$ cat src/hw/rtl/mmfn_pkg.sv
// shared types and constants for the min-max feature normalizer
// no dependencies; used by mmfn_divider and min_max_feature_normalizer_core

package mmfn_pkg;

    localparam int MMFN_COLUMNS = 64;

    localparam int FUNC_W    = 2;
    localparam int COLUMN_W  = 6;
    localparam int DATA_W    = 32;
    localparam int PROD_W    = 2 * DATA_W;
    localparam int CFG_IDX_W = 1;

    // request function codes
    localparam logic [FUNC_W-1:0] FUNC_CLEAR     = 2'd0;
    localparam logic [FUNC_W-1:0] FUNC_GATHER    = 2'd1;
    localparam logic [FUNC_W-1:0] FUNC_NORMALIZE = 2'd2;

    // configuration register indexes
    localparam logic [CFG_IDX_W-1:0] REG_RANGE_LOW  = 1'b0;
    localparam logic [CFG_IDX_W-1:0] REG_RANGE_HIGH = 1'b1;

    localparam logic signed [DATA_W-1:0] RANGE_LOW_RESET  = 32'sd0;
    localparam logic signed [DATA_W-1:0] RANGE_HIGH_RESET = 32'sd65536;
    localparam logic signed [DATA_W-1:0] Q_MAX = 32'sh7FFF_FFFF;
    localparam logic signed [DATA_W-1:0] Q_MIN = 32'sh8000_0000;

    typedef struct packed {
        logic [FUNC_W-1:0]          func;
        logic [COLUMN_W-1:0]        column;
        logic signed [DATA_W-1:0]   sample;
    } in_item_t;

    typedef struct packed {
        logic signed [DATA_W-1:0]   scaled;
        logic [COLUMN_W-1:0]        column_echo;
    } out_item_t;

endpackage

$ cat src/hw/rtl/mmfn_divider.sv
// radix-2 restoring divider: 64-bit dividend by 32-bit divisor, one bit per cycle
// depends on mmfn_pkg for widths

module mmfn_divider (
    input  logic                          clk,
    input  logic                          rst_n,
    input  logic                          start,
    input  logic [mmfn_pkg::PROD_W-1:0]   dividend,
    input  logic [mmfn_pkg::DATA_W-1:0]   divisor,
    output logic                          done,
    output logic [mmfn_pkg::PROD_W-1:0]   quotient
);
    import mmfn_pkg::*;

    localparam int CNT_W = $clog2(PROD_W);
    localparam logic [CNT_W-1:0] CNT_LAST = CNT_W'(PROD_W - 1);

    logic [PROD_W-1:0] quo_reg;
    logic [DATA_W-1:0] rem_reg;
    logic [DATA_W-1:0] den_reg;
    logic [CNT_W-1:0]  cnt_reg, cnt_next;
    logic              busy_reg, busy_next;
    logic              done_reg, done_next;

    logic [DATA_W:0]   rem_sh;
    logic [DATA_W:0]   rem_diff;
    logic              ge;

    assign rem_sh   = {rem_reg, quo_reg[PROD_W-1]};
    assign rem_diff = rem_sh - {1'b0, den_reg};
    assign ge       = (rem_sh >= {1'b0, den_reg});

    always_comb
    begin
        cnt_next  = cnt_reg;
        busy_next = busy_reg;
        done_next = 1'b0;
        if (start)
        begin
            cnt_next  = '0;
            busy_next = 1'b1;
        end
        else if (busy_reg)
        begin
            cnt_next = cnt_reg + 1'b1;
            if (cnt_reg == CNT_LAST)
            begin
                busy_next = 1'b0;
                done_next = 1'b1;
            end
        end
    end

    always_ff @(posedge clk or negedge rst_n)
    begin
        if (!rst_n)
        begin
            cnt_reg  <= '0;
            busy_reg <= 1'b0;
            done_reg <= 1'b0;
        end
        else
        begin
            cnt_reg  <= cnt_next;
            busy_reg <= busy_next;
            done_reg <= done_next;
        end
    end

    // remainder stays below the divisor, so it fits in DATA_W bits
    always_ff @(posedge clk)
    begin
        if (start)
        begin
            quo_reg <= dividend;
            rem_reg <= '0;
            den_reg <= divisor;
        end
        else if (busy_reg)
        begin
            quo_reg <= {quo_reg[PROD_W-2:0], ge};
            rem_reg <= ge ? rem_diff[DATA_W-1:0] : rem_sh[DATA_W-1:0];
        end
    end

    assign done     = done_reg;
    assign quotient = quo_reg;

endmodule

$ cat config.mk
export PLATFORM = sky130hd
export DESIGN_NAME = mmfn_divider
export DESIGN_NICKNAME = d
export VERILOG_FILES = /design/src/hw/rtl/mmfn_pkg.sv /design/src/hw/rtl/mmfn_divider.sv
export SDC_FILE = /design/constraint.sdc
export NUM_CORES = 1
export LEC_CHECK = 0
export CELL_PAD_IN_SITES_DETAIL_PLACEMENT = 0
export CELL_PAD_IN_SITES_GLOBAL_PLACEMENT = 1
export CORE_MARGIN = 1
export CORE_UTILIZATION = 50
export DETAILED_ROUTE_END_ITERATION = 16
export DONT_BUFFER_PORTS = 1
export PLACE_DENSITY = 0.76
export SYNTH_ARGS = -nofsm -noshare
export SYNTH_HDL_FRONTEND = slang
export SYNTH_SLANG_ARGS = --single-unit
$ cat constraint.sdc
create_clock -name clk -period 4.2 [get_ports clk]
set_input_delay 0.63 -clock clk [delete_from_list [all_inputs] [get_ports clk]]
set_output_delay 0.63 -clock clk [all_outputs]
set_load 0.01 [all_outputs]
Word level (Yosys, flattened, before mapping)

Cells that the tools add are included.
Widths: inputs -> output; s select.

Flip-flop bits (word level): 136
Bits of input ports: 99
Output and inout bits: 65
Word-level logic and storage cells: 22

Add/subtract/negate cells: 2
$lt $le $gt $ge: 1
Eq/ne operators: 1
Mux-type cells: 11
Reductions and logical operators: 1

Operators with widths:

| kind                | number |
|---|---|
| $mux 64             | 2 |
| $ge 33x32->1        | 1 |
| $mux 32             | 1 |
| $sub 32x32->32      | 1 |
| $mux 6              | 2 |
| $add 6x1->6 const B | 1 |
| $eq 6x6->1 const B  | 1 |
| $mux 1              | 6 |
| $reduce_bool 2->1   | 1 |

Longest topological paths before layout

Word-level depth: 4
Gate-level depth with buffers: 15
Mapped depth without buffers: 12

Worst setup path after synthesis

No wires, ideal clock.

Path type: flip-flop to flip-flop
Start: reg den_reg[3]
End: reg quo_reg[0] (netlist: quotient[0]), data pin
Library setup time: 260 ps
Arrival time: 2746 ps
Data required time: 3940 ps
Slack: 1194 ps
Stages on the path, launching flop included: 14
Path buffers: 3
Clock period less this slack: 3006 ps
Cell sequence: edfxtp_1 > inv_1 > ha_1 > a21o_1 > a21oi_4 > a2111oi_4 > o41ai_4 > o21a_4 > o21ai_2 > or3_1 > buf_6 > buf_12 > buf_12 > mux2_2

Longest elaborated chain between the ends: 3

Ends and longest elaborated chain:

| what                     | RTL line           | RTL |
|---|---|---|
| start: declaration       | mmfn_divider.sv:20 | `logic [DATA_W-1:0] den_reg;` |
| start signal: assignment | mmfn_divider.sv:77 | `den_reg <= divisor;` |
| $ge 33x32->1             | mmfn_divider.sv:31 | `assign ge = (rem_sh >= {1'b0, den_reg});` |
| $mux 64                  | mmfn_divider.sv:79 | `else if (busy_reg)` |
| $mux 64                  | mmfn_divider.sv:73 | `if (start)` |
| end signal: assignment   | mmfn_divider.sv:75 | `quo_reg <= dividend;` |
| end signal: assignment   | mmfn_divider.sv:81 | `quo_reg <= {quo_reg[PROD_W-2:0], ge};` |
| end: declaration         | mmfn_divider.sv:18 | `logic [PROD_W-1:0] quo_reg;` |

No other way between the ends. The select of a mux whose other input is x is not followed.
A chain may end at the register's enable or synchronous reset.

Worst setup path in the final report

Start: reg quo_reg[63] (netlist: quotient[63])
End: reg rem_reg[30]

Longest elaborated chain between the ends: 2
Elaborated cells between the ends (all ways): 3
Those cells by class: 1 x add/sub; 1 x order compare; 1 x mux

Ends and longest elaborated chain:

| what                                                  | RTL line                               | RTL |
|---|---|---|
| $sub 32x32->32 / $ge 33x32->1 (equally long branches) | mmfn_divider.sv:30, mmfn_divider.sv:31 |  |
| $mux 32 *                                             | mmfn_divider.sv:82                     | `rem_reg <= ge ? rem_diff[DATA_W-1:0] : rem_sh[DATA_W-1:0];` |
| end signal: assignment                                | mmfn_divider.sv:82                     |  |
| end: declaration                                      | mmfn_divider.sv:19                     | `logic [DATA_W-1:0] rem_reg;` |

Mark *: on every way between the ends. The rest lies on a longest branch, timed or not.

==> impl_metrics.json <==
{
  "switching_share": 0.337,
  "intPower_mw": 3.16,
  "io_pins": 164,
  "synth_top_cell_by_area": "edfxtp_1",
  "grt_pass1_wl_mm": 24.8,
  "max_freq_mhz": 314,
  "multi_input_area_um2": 3280,
  "cts.reportedPaths.clkPinSlew_ns": 0.06,
  "r2r_slack_ns": 1.01,
  "p_leak_nw": 3.20,
  "place_inst": 781,
  "slew_headroom": 0.457,
  "reg2reg_depth": 12,
  "antenna_cells": 0,
  "yosysMostFrequentCell": "edfxtp_1",
  "dr_total_vias": 4762,
  "grt_overflow": 0,
  "die_area_um2": 15100,
  "drc": 0,
  "hold_viol_final": 0,
  "root_buffer": "clkbuf_16",
  "fill_cells": 1244,
  "timing.rr.start": "quotient[63]",
  "synth_warnings": 0,
  "drive_gt1_frac": 0.177,
  "grt_util_all_layers": 0.217,
  "finalSetupTns_ns": 0,
  "clock-skew-final_ns": 0.0116,
  "worstSetupPathType": "reg2reg",
  "slew_viol_final": 0,
  "min_period_ns": 3.19,
  "synth_commonest_cells": "edfxtp_1, mux2_2, inv_1, nor2_1, nand2_1",
  "antenna_found_initial": 1,
  "fin_cells": 814,
  "comb_power_share": 0.309,
  "ys_seq_area_frac": 0.508,
  "numCtsBuffers": 17,
  "min-delay-start": "start",
  "worst_pin_slew_ns": 0.812,
  "rsz0062_at_grt": "no",
  "status": "completed",
  "cp-startpoint": "quotient[63]",
  "synth-edff-count": 96,
  "syn_to_final_growth_pct": 8.96,
  "die-height_um": 123,
  "power_mw": 4.76,
  "die_w_um": 123,
  "start_util": 0.520,
  "cts_buffer_depth": 2,
  "peakVddDrop_v": 0.000320,
  "nets": 754,
  "drtIter0Drc": 286,
  "wl_per_cell_um": 18.9,
  "postCtsSetupRepairBufs": 0,
  "syn-cell-area_um2": 7330,
  "hp-class": "in2reg",
  "seq_area_um2": 3720,
  "synth.avg_cell_area_um2": 11.7,
  "hpwl_mm": 10.8,
  "crit_path_start_kind": "register",
  "fin_crit_sh": 0.759,
  "reg2reg_to": "rem_reg[30]",
  "cp_max_fo": 4,
  "setup_viol": 0,
  "cp-endpoint": "rem_reg[30]",
  "io_buffers": 0,
  "synth_nets": 761,
  "pwr_density_cell_nw_per_um2": 595,
  "cap_violations": 0,
  "core-area_um2": 14100,
  "synthDistinctLibCells": 61,
  "cts_tree": "yes",
  "firstDrtPassIters": 4,
  "vias_per_cell": 5.85,
  "synth_flop_cell": "edfxtp_1",
  "insertion_delay_ns": 0.42,
  "grt_start_max_net_pins": 127,
  "gp_congestion": 0.842,
  "async_reset_ff_frac": 0.0588,
  "crit_arrival_ns": 3.49,
  "synth_top_area_share": 0.393,
  "crit_required_ns": 4.51,
  "ctsResizeCount": 0,
  "seqPwrFrac": 0.389,
  "power_switching_mw": 1.60,
  "antenna_left": 0,
  "cp-end-kind": "register",
  "rows": 43,
  "synth_area_leaders": "edfxtp_1, mux2_2, dfxtp_1",
  "cts_num_sinks": 136,
  "drt-total-wl_mm": 15.4,
  "largest_register_ffs": 64,
  "synthCells": 628,
  "grt_pass1_vias": 4956,
  "ys_ff_latch": 136,
  "htreeDepth": 4,
  "clkPwrFrac": 0.301
}
## cell usage in the layout (no fill, tap or decap), types with 5 or more instances in the layout
| master | count |
|---|---|
| dfrtp_1 | 8 |
| mux2_2 | 64 |
| dfxtp_1 | 32 |
| inv_6 | 7 |
| mux2i_1 | 24 |
| nand3_1 | 9 |
| o211ai_1 | 6 |
| a211oi_1 | 16 |
| edfxtp_1 | 96 |
| a21o_1 | 18 |
| nor3_1 | 6 |
| o21ai_0 | 13 |
| and2_1 | 5 |
| clkbuf_16 | 17 |
| nand2_1 | 36 |
| buf_4 | 5 |
| nor2_1 | 40 |
| o21ai_1 | 11 |
| nand4_1 | 8 |
| nand2b_1 | 6 |
| xnor2_1 | 16 |
| a21oi_1 | 32 |
| ha_1 | 33 |
| inv_1 | 39 |
| xor2_1 | 15 |
## power by group through the flow
stage / logic (mW) / registers (mW) / clock network (mW)
finish: 1.47 / 1.85 / 1.43
global placement: 1.45 / 1.87 / 0
CTS: 1.48 / 1.86 / 1.46
global route: 1.63 / 1.88 / 1.52
detailed placement: 1.47 / 1.88 / 0
floorplan: 1.30 / 1.83 / 0
## repair_timing
item | CTS | global route
hold buffers | 1 | 0
hold endpoints to repair | 8 | 0
endpoints found under the setup margin | 0 | 0
## metal layers
metal  up-vias  global-route usage  wire, um
met2       181               0.363      7510
li1       2311                   -         -
met3        23              0.0913      1270
met1      2245               0.253      6370
met5         -                   0        11
met4         2              0.0685       231
## stage by stage
step	util	instance area, um2	hold WS, ns	setup slack, ns
after global routing	0.567	7990	0.268	0.726
after detailed placement	0.526	7410	0.335	1.00
after CTS	0.567	7990	0.273	0.984
after global placement	0.526	7410	0.335	1.02
after floorplan	-	7330	0.334	1.19
final	0.567	7990	0.283	1.01
## worst max-delay path, stage by stage (launching register included)
cell	delay, ns
edfxtp_1	0.46
inv_1	0.07
ha_1	0.23
fa_1	0.40
nand2b_1	0.18
a21o_1	0.19
a31oi_1	0.21
a31oi_1	0.16
o21ai_1	0.32
a21oi_1	0.18
o311ai_0	0.43
xnor2_1	0.16
o21ai_1	0.08
## cells by family (layout without fill, tap and decap cells)
kind of cell               after synthesis  in the layout  share of synthesized area
adders and majority gates               34             34                     0.0591
xor gates and xnor gates                31             31                     0.0370
AOI/OAI and AO/OA                      136            136                      0.134
and+or+nand+nor                        130            130                     0.0838
buffers and inverters                   72             78                     0.0449
DFF                                    136            136                      0.508
muxes                                   89             89                      0.133
## layout make-up
cell class                 count  share of cell area
tap                          180              0.0282
inverter                      40              0.0188
sequential                   136               0.466
clock buffer                  17              0.0533
clock inverter                15              0.0172
timing repair buffer           6             0.00595
multi-input combinational    420               0.410
## worst min path at each step
| stage | endpoint | depth (start not counted) |
|---|---|---|
| 2_1_floorplan | busy_reg | 0 |
| 5_1_grt | rem_reg[4] | 1 |
| 6_report | rem_reg[4] | 1 |
| 4_1_cts | rem_reg[4] | 1 |
| 3_5_place_dp | cnt_reg[0] | 0 |
| 3_3_place_gp | done | 0 |
Note: power is estimated with default switching activity, not from simulation.
